## src/rtl/core/hds_pkg.sv

```systemverilog
// Shared types and constants of the heat diffusion stencil core.
package hds_pkg;

  localparam int unsigned MaxRowLength = 1024;
  localparam int unsigned ColW         = $clog2(MaxRowLength);
  localparam int unsigned LenEffW      = ColW + 1;

  localparam int unsigned LenW    = 11;
  localparam int unsigned RowW    = 16;
  localparam int unsigned FactorW = 15;
  localparam int unsigned ValW    = 16;

  localparam int unsigned DiffW = ValW + 3;
  localparam int unsigned ProdW = DiffW + FactorW + 1;
  localparam int unsigned SumW  = DiffW + 1;

  localparam int unsigned OpqDepth  = 4;
  localparam int unsigned OpqIdxW   = $clog2(OpqDepth);
  localparam int unsigned OpqCntW   = $clog2(OpqDepth + 1);
  localparam int unsigned OutqDepth = 8;
  localparam int unsigned OutqIdxW  = $clog2(OutqDepth);
  localparam int unsigned OutqCntW  = $clog2(OutqDepth + 1);

  localparam int unsigned ApbAddrW = 4;
  localparam int unsigned ApbDataW = 32;

  localparam logic [1:0] RegRowLength  = 2'd0;
  localparam logic [1:0] RegRowCount   = 2'd1;
  localparam logic [1:0] RegStepFactor = 2'd2;

  typedef struct packed {
    logic [LenW-1:0]    row_length;
    logic [RowW-1:0]    row_count;
    logic [FactorW-1:0] step_factor;
  } cfg_t;

  typedef struct packed {
    logic [ValW-1:0] center;
    logic [ValW-1:0] north;
    logic [ValW-1:0] west;
    logic [ValW-1:0] east;
    logic [ValW-1:0] south;
    logic            upd;
    logic            second;
    logic            done;
  } op_t;

  typedef struct packed {
    logic [ValW-1:0] value;
    logic            last;
    logic            done;
  } res_t;

endpackage

```

## src/rtl/core/hds_op_queue.sv

```systemverilog
// Short queue of stencil operations between the front and back ends.
module hds_op_queue import hds_pkg::*; (
  input  logic               clk_i,
  input  logic               rst_ni,
  input  logic               push_i,
  input  op_t                op_i,
  input  logic               pop_i,
  output logic               valid_o,
  output op_t                op_o,
  output logic [OpqCntW-1:0] count_o
);

  op_t                mem_q [OpqDepth];
  logic [OpqIdxW-1:0] wr_q, rd_q;
  logic [OpqCntW-1:0] cnt_q;
  logic               do_pop;

  assign valid_o = (cnt_q != '0);
  assign do_pop  = pop_i && valid_o;
  assign op_o    = mem_q[rd_q];
  assign count_o = cnt_q;

  always_ff @(posedge clk_i or negedge rst_ni) begin
    if (!rst_ni) begin
      wr_q  <= '0;
      rd_q  <= '0;
      cnt_q <= '0;
    end else begin
      if (push_i) begin
        wr_q <= wr_q + OpqIdxW'(1);
      end
      if (do_pop) begin
        rd_q <= rd_q + OpqIdxW'(1);
      end
      cnt_q <= cnt_q + OpqCntW'(push_i) - OpqCntW'(do_pop);
    end
  end

  always_ff @(posedge clk_i) begin
    if (push_i) begin
      mem_q[wr_q] <= op_i;
    end
  end

endmodule

```

## config.mk

```make
export PLATFORM = sky130hd
export DESIGN_NAME = hds_op_queue
export DESIGN_NICKNAME = d
export VERILOG_FILES = /design/src/rtl/core/hds_pkg.sv /design/src/rtl/core/hds_op_queue.sv
export SDC_FILE = /design/constraint.sdc
export NUM_CORES = 1
export LEC_CHECK = 0
export ABC_AREA = 1
export BUFFER_PORTS_ARGS = -buffer_cell sky130_fd_sc_hd__buf_2
export CAP_MARGIN = 40
export CORE_UTILIZATION = 51
export CTS_BUF_LIST = sky130_fd_sc_hd__clkbuf_8
export DETAILED_ROUTE_END_ITERATION = 8
export PLACE_DENSITY = 0.72
export REMOVE_ABC_BUFFERS = 1
export SYNTH_ARGS = -nofsm -noshare
export SYNTH_HDL_FRONTEND = slang
export SYNTH_SLANG_ARGS = --single-unit
export TNS_END_PERCENT = 1
```

## constraint.sdc

```tcl
create_clock -name clk_i -period 3.2 [get_ports clk_i]
set_input_delay 0 -clock clk_i [delete_from_list [all_inputs] [get_ports clk_i]]
set_output_delay 0 -clock clk_i [all_outputs]
set_load 0.02 [all_outputs]
```

==> report_table.html <==
<table>
<tr><th>Metric</th><th>Value</th></tr>
<tr><th colspan="2">Timing</th></tr>
<tr><td>Number of pins with negative max-slew slack in the final report</td><td>0</td></tr>
<tr><td>Total setup violations reported at the end of the flow</td><td>0</td></tr>
<tr><td>RSZ-0062 raised after global routing</td><td>no</td></tr>
<tr><td>Worst Hold Slack</td><td>0.1914 ns</td></tr>
<tr><td>Hold Violations, Final</td><td>0</td></tr>
<tr><td>Max transition margin</td><td>16.14%</td></tr>
<tr><td>Part of the cycle the worst path needs</td><td>81.13%</td></tr>
<tr><td>Clock skew after layout</td><td>0.01687 ns</td></tr>
<tr><td>Upper clock frequency limit</td><td>385.2 MHz</td></tr>
<tr><td>Final period demand of the worst path</td><td>2.596 ns</td></tr>
<tr><td>Transition time of the tightest slew-check pin</td><td>1.258 ns</td></tr>
<tr><th colspan="2">Cells and area</th></tr>
<tr><td>FF/Latch Area</td><td>0.01015 sq mm</td></tr>
<tr><td>Commonest non-fill, non-tap cells in the layout</td><td>sky130_fd_sc_hd__edfxtp_1, sky130_fd_sc_hd__nand2_1, sky130_fd_sc_hd__buf_2, sky130_fd_sc_hd__nor2_1, sky130_fd_sc_hd__inv_1</td></tr>
<tr><td>Area overhead of the layout relative to synthesis</td><td>21.90%</td></tr>
<tr><td>Util after Layout</td><td>63.17%</td></tr>
<tr><td>Fin nets</td><td>1469</td></tr>
<tr><td>Share of layout cells above drive strength 1</td><td>17.93%</td></tr>
<tr><td>Area occupied by multi-input gates</td><td>0.002589 sq mm</td></tr>
<tr><td>Fill cell count</td><td>1946</td></tr>
<tr><td>Non-filler cells in the finished layout</td><td>1752</td></tr>
<tr><td>Most common cell after layout, fill and taps aside</td><td>sky130_fd_sc_hd__edfxtp_1</td></tr>
<tr><td>Final design instance area without fill</td><td>0.01637 sq mm</td></tr>
<tr><td>Diode count</td><td>0</td></tr>
<tr><th colspan="2">Pwr</th></tr>
<tr><td>Switching power summed over all nets</td><td>0.005725 W</td></tr>
<tr><td>Maximum vdd drop</td><td>0.001147 V</td></tr>
<tr><td>Clk network pwr share</td><td>21.6%</td></tr>
<tr><td>Net switching share of the total power</td><td>38.70%</td></tr>
<tr><td>Static leakage power</td><td>6.675 nW</td></tr>
<tr><td>Relative contribution of sequential cells to total power</td><td>40.6%</td></tr>
<tr><td>Power per cell area</td><td>903.9 mW/mm^2</td></tr>
<tr><td>Internal Dissipation</td><td>0.009070 W</td></tr>
<tr><td>Proportion of power drawn by combinational gates</td><td>37.8%</td></tr>
<tr><td>Total power of the final layout</td><td>0.01479 W</td></tr>
<tr><th colspan="2">Detailed routing</th></tr>
<tr><td>Drt first pass iters</td><td>5</td></tr>
<tr><td>WL final</td><td>26850 microns</td></tr>
<tr><td>Number of design rule violations left after detail routing</td><td>0</td></tr>
<tr><td>Routed WL per cell</td><td>15.33 microns</td></tr>
<tr><td>Post-detailed-route count of antenna-violating nets</td><td>0</td></tr>
<tr><td>Vias per Instance</td><td>4.922</td></tr>
<tr><td>Violation count after the first detailed-routing iteration</td><td>706</td></tr>
<tr><td>Via Count</td><td>8623</td></tr>
<tr><th colspan="2">Synthesis</th></tr>
<tr><td>Cells after Synth</td><td>1104</td></tr>
<tr><td>Adder-cell area share of the yosys netlist</td><td>0.7082%</td></tr>
<tr><td>Xor and xnor area share after synthesis</td><td>0.1957%</td></tr>
<tr><td>Post-synthesis sequential area ratio</td><td>75.56%</td></tr>
<tr><td>Synth Area in Simple Gates</td><td>12.15%</td></tr>
<tr><td>Cell type contributing the most total cell area after synthesis</td><td>sky130_fd_sc_hd__edfxtp_1</td></tr>
<tr><td>Complex-gate fraction of the synthesized area</td><td>6.225%</td></tr>
<tr><td>Warnings from Yosys</td><td>0</td></tr>
<tr><td>Dominant combinational cell family by area after synthesis</td><td>simple AND/OR/NAND/NOR gates</td></tr>
<tr><td>Number of storage elements in the synthesis netlist</td><td>339</td></tr>
<tr><td>Share of the synthesized area in the top cell type</td><td>74.25%</td></tr>
<tr><td>Cell area after synthesis</td><td>0.01343 sq mm</td></tr>
<tr><td>Fraction of synthesized area in multiplexers</td><td>0%</td></tr>
<tr><td>Synth area leaders</td><td>sky130_fd_sc_hd__edfxtp_1, sky130_fd_sc_hd__nand2_1, sky130_fd_sc_hd__nor2_1</td></tr>
<tr><td>Avg Cell Area, Syn</td><td>12.16 sq um</td></tr>
<tr><td>Post-synthesis cell type count</td><td>18</td></tr>
<tr><th colspan="2">CTS</th></tr>
<tr><td>Clock H-tree levels</td><td>2</td></tr>
<tr><td>Num Clock Sinks</td><td>339</td></tr>
<tr><td>Clock tree from TritonCTS</td><td>done</td></tr>
<tr><td>Clock root buffer</td><td>sky130_fd_sc_hd__clkbuf_8</td></tr>
<tr><td>Skew-Pair Late Insertion Delay</td><td>0.56 ns</td></tr>
<tr><td>Buffers from clock root to sink, at most</td><td>3</td></tr>
<tr><td># Post-CTS Setup Buffers</td><td>0</td></tr>
<tr><td>Number of buffers created by CTS</td><td>52</td></tr>
<tr><td>Clock edge transition at the registers on the reported setup and hold paths</td><td>0.06 ns</td></tr>
<tr><td>Count of cells resized by post-cts repair</td><td>0</td></tr>
<tr><th colspan="2">Place</th></tr>
<tr><td>Post-placement cell count</td><td>1569</td></tr>
<tr><td>Detailed-placement wirelength estimate</td><td>14840 microns</td></tr>
<tr><td>Gpl congestion</td><td>0.7584</td></tr>
<tr><td>Placed Instance Area</td><td>0.01457 sq mm</td></tr>
<tr><td>Port Buffer Count</td><td>173</td></tr>
<tr><th colspan="2">Setup path</th></tr>
<tr><td>Worst path buffer plus inverter count</td><td>2</td></tr>
<tr><td>End of the worst register-to-register path</td><td>count_o[2]$_DFF_PN0_</td></tr>
<tr><td>Critical register-to-register path startpoint</td><td>count_o[1]$_DFF_PN0_</td></tr>
<tr><td>Launching element type of the critical path</td><td>flip-flop</td></tr>
<tr><td>Path type of the worst setup path</td><td>flip-flop to primary output</td></tr>
<tr><td>Critical Path AT</td><td>2.60 ns</td></tr>
<tr><td>Max stage delay on crit path</td><td>0.55 ns</td></tr>
<tr><td>Required time reported for the critical path endpoint</td><td>3.20 ns</td></tr>
<tr><td>Endpoint class of the critical path</td><td>primary output</td></tr>
<tr><td>Largest fanout of any net on the critical path</td><td>251</td></tr>
<tr><td>Largest delay share family, worst path</td><td>buffers and inverters</td></tr>
<tr><td>Critical path's slowest cell</td><td>sky130_fd_sc_hd__buf_12</td></tr>
<tr><td>Cell-by-cell trace of the critical path</td><td>buf_12 &gt; nor2_1 &gt; nor2_1 &gt; o21ai_0 &gt; nand2_1 &gt; buf_2</td></tr>
<tr><td>Logic depth of the worst setup path including buffers</td><td>6</td></tr>
<tr><td>Most used cell, CP</td><td>sky130_fd_sc_hd__nor2_1</td></tr>
<tr><td>Worst reg-to-reg path cell count</td><td>11</td></tr>
<tr><td>Register-to-register setup slack</td><td>1.06 ns</td></tr>
<tr><th colspan="2">Hold path</th></tr>
<tr><td>Worst Min Path Start</td><td>op_i[21]</td></tr>
<tr><td>Worst hold endpoint</td><td>mem_q[2][21]$_DFFE_PP_</td></tr>
<tr><td>Path category of the worst min-delay check</td><td>input pin to flip-flop</td></tr>
<tr><td>Hold Path Stages</td><td>2</td></tr>
<tr><th colspan="2">GRT</th></tr>
<tr><td>Combined global-route utilization of all metal layers</td><td>20.31%</td></tr>
<tr><td>Remaining global-route overflow</td><td>0</td></tr>
<tr><td>Vias in the first global route</td><td>8547</td></tr>
<tr><td>Initial antenna violation count</td><td>0</td></tr>
<tr><td>Wire length of the first global-routing pass</td><td>42260 microns</td></tr>
<tr><td>Maximum number of pins on one net before global-route repair</td><td>252</td></tr>
<tr><th colspan="2">Status</th></tr>
<tr><td>Run status</td><td>finished, final reports clean</td></tr>
<tr><th colspan="2">Die</th></tr>
<tr><td>IO Pins</td><td>174</td></tr>
<tr><td>Die W</td><td>164.3 microns</td></tr>
<tr><td>Core region area</td><td>0.02591 sq mm</td></tr>
<tr><td>Die Y</td><td>164.3 microns</td></tr>
<tr><td>Number of placement rows</td><td>59</td></tr>
<tr><td>Overall die area</td><td>0.02698 sq mm</td></tr>
<tr><td>Initial standard-cell utilization of the core</td><td>51.82%</td></tr>
<tr><th colspan="2">Job</th></tr>
<tr><td>Number of max-cap violations</td><td>0</td></tr>
</table>
routing by layer:
metal  up-vias  part of all wire (%)  GRT usage (%)
li1       4260                     -              -
met1      4075                    43          25.48
met2       243                    49          35.08
met3        45                   5.6          4.116
met4         0                   2.0          6.860
met5         -                     0              0
power by group through the flow:
stage	Clock (W)	Combinational (W)	Sequential [W]
2_1_floorplan	0	0.00331	0.00637
3_3_place_gp	0	0.00545	0.00606
3_5_place_dp	0	0.00554	0.00609
4_1_cts	0.00327	0.00565	0.00600
5_1_grt	0.00346	0.00622	0.00606
6_report	0.00320	0.00559	0.00600
cell type report:
cell class | instances | share of cell area (%)
multi-input cells | 611 | 15.82
well taps | 335 | 2.561
clock inverters | 43 | 1.231
flip-flops and latches | 339 | 62.01
inverters | 98 | 2.339
clock buffers | 53 | 4.457
repair buffers | 273 | 11.59
flip-flops by register name, summed over array words and instances, names as in the netlist:
signal   count
rd_q         2
mem_q      332
wr_q         2
count_o      3
worst max path at each step:
stage | startpoint | end
2_1_floorplan | rd_q[0]$_DFFE_PN0P_ | op_o[0]
3_3_place_gp | count_o[1]$_DFF_PN0_ | count_o[2]$_DFF_PN0_
3_5_place_dp | count_o[1]$_DFF_PN0_ | count_o[2]$_DFF_PN0_
4_1_cts | rd_q[0]$_DFFE_PN0P_ | op_o[29]
5_1_grt | rd_q[0]$_DFFE_PN0P_ | op_o[26]
6_report | rd_q[0]$_DFFE_PN0P_ | op_o[0]
per-stage QoR:
| stage | setup slack, ns | TNS, ns |
|---|---|---|
| global route | 0.5722 | 0 |
| floorplan | -2.881 | -243.02 |
| finish | 0.6038 | 0 |
| global placement | 1.159 | 0 |
| CTS | 0.7251 | 0 |
| detailed placement | 1.082 | 0 |
what timing repair did:
item                       CTS  global route
setup endpoints to repair    0             0
hold endpoints to repair   344             0
hold buffers                87             0
synth_stat cells:
library cell                 n
sky130_fd_sc_hd__inv_2       1
sky130_fd_sc_hd__ha_1        6
sky130_fd_sc_hd__buf_2      20
sky130_fd_sc_hd__buf_1       5
sky130_fd_sc_hd__o21ai_0   102
sky130_fd_sc_hd__fa_1        1
sky130_fd_sc_hd__nor2_1    167
sky130_fd_sc_hd__clkbuf_1   19
sky130_fd_sc_hd__dfrtp_1     7
sky130_fd_sc_hd__nand3_1     2
sky130_fd_sc_hd__clkinv_1    1
sky130_fd_sc_hd__edfxtp_1  332
sky130_fd_sc_hd__o21ai_1    65
sky130_fd_sc_hd__buf_6      12
sky130_fd_sc_hd__xnor2_1     1
sky130_fd_sc_hd__xor2_1      2
sky130_fd_sc_hd__nand2_1   265
sky130_fd_sc_hd__inv_1      96
logic make-up (layout without fill, tap and decap cells):
kind of cell    count (synthesis)  after routing
fa+ha+maj                       7              7
xor+xnor                        3              3
flops                         339            339
compound gates                167            167
buf+inv                       154            467
simple gates                  434            434
(Power assumes the default switching activity.)
