`src/rtl/core/hds_pkg.sv`:
```
// Shared types and constants of the heat diffusion stencil core.
package hds_pkg;

  localparam int unsigned MaxRowLength = 1024;
  localparam int unsigned ColW         = $clog2(MaxRowLength);
  localparam int unsigned LenEffW      = ColW + 1;

  localparam int unsigned LenW    = 11;
  localparam int unsigned RowW    = 16;
  localparam int unsigned FactorW = 15;
  localparam int unsigned ValW    = 16;

  localparam int unsigned DiffW = ValW + 3;
  localparam int unsigned ProdW = DiffW + FactorW + 1;
  localparam int unsigned SumW  = DiffW + 1;

  localparam int unsigned OpqDepth  = 4;
  localparam int unsigned OpqIdxW   = $clog2(OpqDepth);
  localparam int unsigned OpqCntW   = $clog2(OpqDepth + 1);
  localparam int unsigned OutqDepth = 8;
  localparam int unsigned OutqIdxW  = $clog2(OutqDepth);
  localparam int unsigned OutqCntW  = $clog2(OutqDepth + 1);

  localparam int unsigned ApbAddrW = 4;
  localparam int unsigned ApbDataW = 32;

  localparam logic [1:0] RegRowLength  = 2'd0;
  localparam logic [1:0] RegRowCount   = 2'd1;
  localparam logic [1:0] RegStepFactor = 2'd2;

  typedef struct packed {
    logic [LenW-1:0]    row_length;
    logic [RowW-1:0]    row_count;
    logic [FactorW-1:0] step_factor;
  } cfg_t;

  typedef struct packed {
    logic [ValW-1:0] center;
    logic [ValW-1:0] north;
    logic [ValW-1:0] west;
    logic [ValW-1:0] east;
    logic [ValW-1:0] south;
    logic            upd;
    logic            second;
    logic            done;
  } op_t;

  typedef struct packed {
    logic [ValW-1:0] value;
    logic            last;
    logic            done;
  } res_t;

endpackage

```
`src/rtl/core/hds_back.sv`:
```
// Back end: diffusion arithmetic pipeline and result queue.
module hds_back import hds_pkg::*; (
  input  logic                clk_i,
  input  logic                rst_ni,
  input  logic [FactorW-1:0]  step_factor_i,
  input  logic                op_valid_i,
  input  op_t                 op_i,
  output logic                op_pop_o,
  input  logic                pop_i,
  output logic                empty_o,
  output res_t                res_o
);

  logic                    va_q, vb_q;
  logic [ValW-1:0]         a_center_q, a_south_q, b_center_q, b_south_q;
  logic                    a_upd_q, a_second_q, a_done_q;
  logic                    b_upd_q, b_second_q, b_done_q;
  logic signed [DiffW-1:0] diff_d, a_diff_q;
  logic signed [ProdW-1:0] b_prod_q, rnd;
  logic signed [DiffW-1:0] quo;
  logic signed [SumW-1:0]  sum;
  logic [ValW-1:0]         sat, value;

  res_t                    mem_q [OutqDepth];
  logic [OutqIdxW-1:0]     wr_q, rd_q;
  logic [OutqCntW-1:0]     cnt_q;
  logic [OutqCntW+1:0]     need;
  logic                    do_pop;
  logic [1:0]              n_push;
  res_t                    res0, res1;

  // each operation in flight may still add two results
  assign need = (OutqCntW+2)'(cnt_q) + (OutqCntW+2)'({va_q, 1'b0})
              + (OutqCntW+2)'({vb_q, 1'b0}) + (OutqCntW+2)'(2);
  assign op_pop_o = op_valid_i && (32'(need) <= OutqDepth);

  assign diff_d = $signed(DiffW'(op_i.north) + DiffW'(op_i.west) + DiffW'(op_i.east)
                + DiffW'(op_i.south) - DiffW'({op_i.center, 2'b00}));

  always_ff @(posedge clk_i or negedge rst_ni) begin
    if (!rst_ni) begin
      va_q <= 1'b0;
      vb_q <= 1'b0;
    end else begin
      va_q <= op_pop_o;
      vb_q <= va_q;
    end
  end

  always_ff @(posedge clk_i) begin
    a_center_q <= op_i.center;
    a_south_q  <= op_i.south;
    a_upd_q    <= op_i.upd;
    a_second_q <= op_i.second;
    a_done_q   <= op_i.done;
    a_diff_q   <= diff_d;
    b_center_q <= a_center_q;
    b_south_q  <= a_south_q;
    b_upd_q    <= a_upd_q;
    b_second_q <= a_second_q;
    b_done_q   <= a_done_q;
    b_prod_q   <= ProdW'(a_diff_q) * $signed(ProdW'({1'b0, step_factor_i}));
  end

  // round half up, then saturate to the value range
  assign rnd = b_prod_q + ProdW'(32768);
  assign quo = rnd[ProdW-1:ValW];
  assign sum = $signed(SumW'({1'b0, b_center_q})) + SumW'(quo);

  always_comb begin
    if (sum < 0) begin
      sat = '0;
    end else if (sum > $signed(SumW'({ValW{1'b1}}))) begin
      sat = '1;
    end else begin
      sat = sum[ValW-1:0];
    end
    value = b_upd_q ? sat : b_center_q;
  end

  assign res0.value = value;
  assign res0.last  = !b_second_q;
  assign res0.done  = 1'b0;
  assign res1.value = b_south_q;
  assign res1.last  = 1'b1;
  assign res1.done  = b_done_q;

  assign n_push  = vb_q ? (b_second_q ? 2'd2 : 2'd1) : 2'd0;
  assign empty_o = (cnt_q == '0);
  assign do_pop  = pop_i && !empty_o;
  assign res_o   = mem_q[rd_q];

  always_ff @(posedge clk_i or negedge rst_ni) begin
    if (!rst_ni) begin
      wr_q  <= '0;
      rd_q  <= '0;
      cnt_q <= '0;
    end else begin
      wr_q  <= wr_q + OutqIdxW'(n_push);
      if (do_pop) begin
        rd_q <= rd_q + OutqIdxW'(1);
      end
      cnt_q <= cnt_q + OutqCntW'(n_push) - OutqCntW'(do_pop);
    end
  end

  always_ff @(posedge clk_i) begin
    if (vb_q) begin
      mem_q[wr_q] <= res0;
      if (b_second_q) begin
        mem_q[wr_q + OutqIdxW'(1)] <= res1;
      end
    end
  end

endmodule

```
`config.mk`:
```
export PLATFORM = sky130hd
export DESIGN_NAME = hds_back
export DESIGN_NICKNAME = d
export VERILOG_FILES = /design/src/rtl/core/hds_pkg.sv /design/src/rtl/core/hds_back.sv
export SDC_FILE = /design/constraint.sdc
export NUM_CORES = 1
export LEC_CHECK = 0
export BUFFER_PORTS_ARGS = -buffer_cell sky130_fd_sc_hd__buf_2
export CORE_AREA = 2 2 290 292
export CTS_BUF_LIST = sky130_fd_sc_hd__clkbuf_16
export DETAILED_ROUTE_END_ITERATION = 16
export DIE_AREA = 0 0 292 294
export PLACE_DENSITY = 0.49
export SYNTH_ARGS = -nofsm -noshare
export SYNTH_HDL_FRONTEND = slang
export SYNTH_SLANG_ARGS = --single-unit
```
`constraint.sdc`:
```
create_clock -name clk_i -period 13.92 [get_ports clk_i]
set_clock_uncertainty 0.15 [all_clocks]
set_input_delay 2.784 -clock clk_i [delete_from_list [all_inputs] [get_ports clk_i]]
set_output_delay 2.784 -clock clk_i [all_outputs]
set_load 0.01 [all_outputs]
```
==> results.ini, run 1 <==
[clock_network]
cts-root-buf = clkbuf_16
cts_buffer_depth = 3
clk_pin_slew_ns = 0.06
cts_tree = done
cts.sink_count = 265
post_cts_resized = 0
htree_levels = 2
clk-insertion-delay-late_ns = 0.54
cts_setup_buffers = 0
postCtsHoldBufs = 0
cts_buffers = 34

[synth]
synth_seq_area_share_pct = 27.30
synth_most_common_cell = inv_1
post-synth-top-area-fraction_pct = 26.97
yosysWarnings = 0
synth_edf_count = 136
syn_nets = 3031
postSynthCellCount = 2455
syn_area_per_cell_sq_um = 10.04
synth_largest_area_cell = fa_1
netlist-cell-type-count = 55
ys_ff_latch = 265
netlist_top_cells_count = inv_1, fa_1, a21oi_1
synth_flop_cell = edfxtp_1
synth_area_leaders = fa_1, edfxtp_1, dfxtp_1
synth-async-reset-ratio_pct = 4.528
synth_area_sq_mm = 0.02464

[grt]
grt-ovfl-total = 0
grt_pass1_wl_mm = 113.7
antenna_found_initial = 4
grt_pass1_vias = 19107
grt_use_total_pct = 17.31
grt_max_degree = 105

[cells_and_area]
drive_gt1_share_pct = 12.22
fillCellCount = 8451
stdcell_area_sq_mm = 0.02745
final_cells = 3593
diodes = 0
syn2layout_area_growth_pct = 11.40
nNetsFinal = 3065

[timing]
fmax_mhz = 113.4
finalSetupViolCount = 0
maxSlewViolCount = 0
tightest_slew_ns = 1.118
fin_crit_sh_pct = 63.37
max_slew_margin_pct = 25.49
fin_crit_ns = 8.821
rsz0062_at_grt = false
finalHoldViolCount = 0
setup_tns_ns = 0
fin_ws_ns = 5.099

[critical_path]
reg2reg_to = b_prod_q[32]$_DFF_P_
worstPathArrival_ns = 9.14
cp_num_buf_inv = 6
rrSetupSlack_ns = 6.89
critPathCaptureType = flop
crit_chain = buf_2 > nand2_1 > fa_1 > inv_1 > fa_1 > inv_1 > fa_1 > inv_1 > fa_1 > fa_1 > inv_1 > fa_1 > inv_1 > ha_1 > a21oi_1 > o21ai_0 > a221oi_1 > nand3_1 > a21oi_1 > o21ai_0 > o41ai_1 > xnor2_1
worst_r2r_path_depth = 21
path_max_fanout = 19
crit_type = input pin to flop
worstReg2RegStart = a_diff_q[6]$_DFF_P_
cpMaxStageDelayCell = fa_1
cp_num_cells = 22
crit_top_cell = fa_1
slowest_delay_ns = 0.53
worst_ep_required_time_ns = 14.24
path_delay_family = adder cells
start_kind = input pin

[floorplanning]
die_w_microns = 292
pin_count = 122
die_h_microns = 294
rows = 106
die_area_sq_mm = 0.08585
start_util_pct = 29.73
core_area_sq_mm = 0.08289

[drt]
via_per_inst = 4.957
drtAntennaViolNets = 0
vias = 17809
drtIter0Drc = 1529
wl_per_cell_microns = 20.43
wl_mm = 73.42
drc = 0
first_pass_iters = 6

[flow_run]
drv_cap = 0

[hold_path]
worst_hold_path_type = flop to flop
hp-start = a_done_q$_DFF_P_
holdPathEnd = b_done_q$_DFF_P_
min_path_cells = 0

[place]
postPlaceCellArea_sq_mm = 0.02628
hpwlAfterDp_mm = 53.74
dp.cells = 3533
portBuffers = 121
gp_congestion = 0.8363
pre_cts_ws_ns = 4.481

[run_status]
outcome = completed

-- area by class of cell --
class | count | area, sq um | share of cell area (%)
clock inverter | 24 | 270.3 | 0.9846
multi-input combinational | 1595 | 15710 | 57.22
sequential | 265 | 6728 | 24.51
inverter | 441 | 1655 | 6.031
tap | 1080 | 1351 | 4.923
clock buffer | 36 | 900.9 | 3.282
timing repair buffer | 152 | 838.3 | 3.054
-- worst reg2reg max path: cells and delay by family, from the launching register on --
kind / cells / cell delay [ns]
AOI/OAI and AO/OA: 5 / 1.56
DFF: 1 / 0.79
xor gates and xnor gates: 1 / 0.16
adders and majority gates: 7 / 3.11
and+or+nand+nor: 4 / 0.97
buffers and inverters: 4 / 0.22
-- worst max path at each step --
stage	startpoint	end	slack, ns
6_report	step_factor_i[8]	b_prod_q[32]$_DFF_P_	5.10
5_1_grt	step_factor_i[7]	b_prod_q[32]$_DFF_P_	4.55
4_1_cts	step_factor_i[1]	b_prod_q[32]$_DFF_P_	5.05
3_5_place_dp	step_factor_i[1]	b_prod_q[32]$_DFF_P_	4.48
3_3_place_gp	step_factor_i[1]	b_prod_q[32]$_DFF_P_	4.54
2_1_floorplan	step_factor_i[1]	b_prod_q[33]$_DFF_P_	5.04
-- metal layers --
| metal | up-vias | GRT usage [%] | wire length [microns] |
|---|---|---|---|
| li1 | 8091 | - | - |
| met1 | 8889 | 23.41 | 32530 |
| met2 | 689 | 28.40 | 33800 |
| met3 | 138 | 2.840 | 4961 |
| met4 | 2 | 5.306 | 2113 |
| met5 | - | 0 | 13 |
-- metrics by stage --
step                      hold slack, ns  util (%)
after floorplan                   0.1596         -
after global placement            0.1647     31.70
after detailed placement          0.1621     31.70
after CTS                         0.1695     33.11
after global routing              0.1705     33.11
final                             0.1654     33.11
-- cell families (layout without fill, tap and decap cells) --
family          after synthesis  in the layout  share of synthesized area, %
buf+inv                     595            653                         9.298
compound gates              510            510                         12.65
simple gates                478            478                         9.623
fa+ha+maj                   474            474                         34.18
flops                       265            265                         27.30
xor+xnor                     77             77                         2.737
mux                          56             56                         4.205
-- cell usage in the layout (no fill, tap or decap), drive strengths merged, types with 8 or more instances in the layout --
| master | n |
|---|---|
| a21oi | 258 |
| a21o | 18 |
| o21ai | 43 |
| and2 | 133 |
| buf | 152 |
| edfxtp | 136 |
| o21a | 11 |
| mux4 | 36 |
| or2 | 22 |
| nor2 | 43 |
| nand2 | 193 |
| ha | 142 |
| a22oi | 128 |
| clkinv | 10 |
| nand3 | 21 |
| clkbuf | 36 |
| nor3 | 21 |
| nor2b | 12 |
| fa | 332 |
| dfrtp | 12 |
| xor2 | 27 |
| inv | 448 |
| dfxtp | 117 |
| xnor2 | 50 |
| mux2 | 20 |
| and3 | 8 |
-- registers in the layout (all words and copies together), names as in the netlist, 4 cells and up --
register / count
mem_q: 144
b_prod_q: 20
a_diff_q: 19
a_center_q: 16
a_south_q: 16
b_center_q: 16
b_south_q: 16
cnt_q: 4
Power of run 1 is left out: the tool's default activity adds up to more than one toggle a clock period on the data nets, which glitch-free logic cannot reach.
==> inputs of run 2 (changes only) <==
PLACE_DENSITY = 0.5   (was 0.49)
clock period = 7.6 ns   (was 13.92 ns; I/O delays follow)
==> run 2 against run 1 <==
  * Final area rose by 1.3%
  * Global-route usage grew 0.097 points
  * Critical path depth up 1
  * Die area stayed put
  * Critical path type unchanged
  * Highest routed layer is now met4
==> results.ini, run 2 (synthesized netlist as in run 1, its figures left out) <==
[run_status]
outcome = completed

[critical_path]
worst_r2r_path_depth = 20
path_max_fanout = 16
start_kind = input pin
crit_top_cell = fa_1
crit_type = input pin to flop
cp_num_cells = 23
cp_num_buf_inv = 6
cpMaxStageDelayCell = fa_1
slowest_delay_ns = 0.55
worstPathArrival_ns = 7.71
worst_ep_required_time_ns = 7.93
critPathCaptureType = flop
crit_chain = buf_2 > buf_4 > and2_1 > fa_1 > inv_1 > fa_1 > fa_1 > inv_1 > fa_1 > fa_1 > inv_1 > fa_1 > inv_1 > ha_1 > o21ai_0 > nor2_1 > or3_1 > o2111ai_1 > nand3_1 > a21oi_1 > o21ai_0 > a221oi_1 > xnor2_1
path_delay_family = adder cells

[drt]
via_per_inst = 4.925
wl_mm = 73.52
wl_per_cell_microns = 20.17
drtAntennaViolNets = 0
first_pass_iters = 7
drc = 0
vias = 17951
drtIter0Drc = 1027

[flow_run]
drv_cap = 0

[place]
portBuffers = 121
hpwlAfterDp_mm = 55.04
dp.cells = 3578
pre_cts_ws_ns = -0.3431
gp_congestion = 0.8761

[clock_network]
cts.sink_count = 265
htree_levels = 2
clk-insertion-delay-late_ns = 0.56
cts-root-buf = clkbuf_16
cts_buffer_depth = 3
cts_buffers = 37
clk_pin_slew_ns = 0.06
cts_tree = done

[grt]
grt_use_total_pct = 17.41
grt_max_degree = 45
antenna_found_initial = 4
grt_pass1_vias = 19315
grt-ovfl-total = 0
grt_pass1_wl_mm = 114.5

[floorplanning]
core_area_sq_mm = 0.08289
die_w_microns = 292
die_area_sq_mm = 0.08585
pin_count = 122
rows = 106
die_h_microns = 294
start_util_pct = 29.73

[timing]
fin_ws_ns = 0.2148
setup_tns_ns = 0
fmax_mhz = 135.4
rsz0062_at_grt = false
tightest_slew_ns = 1.112
finalSetupViolCount = 0
max_slew_margin_pct = 25.41
fin_crit_ns = 7.385
fin_crit_sh_pct = 97.17
finalHoldViolCount = 0
maxSlewViolCount = 0

[cells_and_area]
drive_gt1_share_pct = 13.73
nNetsFinal = 3113
largest_reg_flops = 144
final_cells = 3645
mostFrequentLayoutCell = inv_1
top_register = mem_q
fillCellCount = 8366
layout_common_cells = inv_1, fa_1, a21oi_1, nand2_1, ha_1
syn2layout_area_growth_pct = 12.86
largestRegisters = mem_q x144, b_prod_q x20, a_diff_q x19
finish.utilization_pct = 33.55

[hold_path]
min_path_cells = 0
worst_hold_path_type = flop to flop

==> run 2: cell type report <==
cell class / instances / area (sq um) / share of cell area [%]
Multi-Input combinational cell: 1595 / 15700 / 56.45
Sequential cell: 265 / 6728 / 24.19
Inverter: 441 / 1655 / 5.953
Tap cell: 1080 / 1351 / 4.859
Timing Repair Buffer: 197 / 1176 / 4.229
Clock buffer: 39 / 975.9 / 3.510
Clock inverter: 27 / 221.5 / 0.7964
Antenna cell: 1 / 2.502 / 0.008999
==> run 2: through the flow <==
step                instance area [sq um]  hold slack (ns)
floorplan                           24640           0.1596
global placement                    26600           0.1643
detailed placement                  26600           0.1643
CTS                                 27800           0.1520
global route                        27810           0.1551
finish                              27810           0.1507
==> run 2: final timing paths <==
kind / from / endpoint / slack [ns]
min in group asynchronous: rst_ni / va_q$_DFF_PN0_ / 0.69
worst max register to register: a_diff_q[8]$_DFF_P_ / b_prod_q[33]$_DFF_P_ / 0.91
worst min-delay path: a_center_q[5]$_DFF_P_ / b_center_q[5]$_DFF_P_ / 0.15
worst min register to register: a_center_q[5]$_DFF_P_ / b_center_q[5]$_DFF_P_ / 0.15
worst max-delay path: step_factor_i[4] / b_prod_q[33]$_DFF_P_ / 0.21
max in group asynchronous: rst_ni / rd_q[0]$_DFFE_PN0P_ / 6.35
==> run 2: per-layer routing <==
metal | share of wire [%] | track usage (%) | up-vias | routed length [microns]
li1 | - | - | 8200 | -
met1 | 43 | 22.39 | 9046 | 31840
met2 | 48 | 30.14 | 585 | 35610
met3 | 5.4 | 2.508 | 120 | 3986
met4 | 2.8 | 5.519 | 0 | 2084
met5 | 0 | 0 | - | 0
==> run 2: timing repair <==
| item | 4_1_cts | 5_1_grt |
|---|---|---|
| endpoints found under the setup margin | 0 | 1 |
| gates resized for setup | 0 | 1 |
| setup buffers | 0 | 0 |
| hold buffers | 0 | 0 |
Power of run 2 is left out for the same reason.
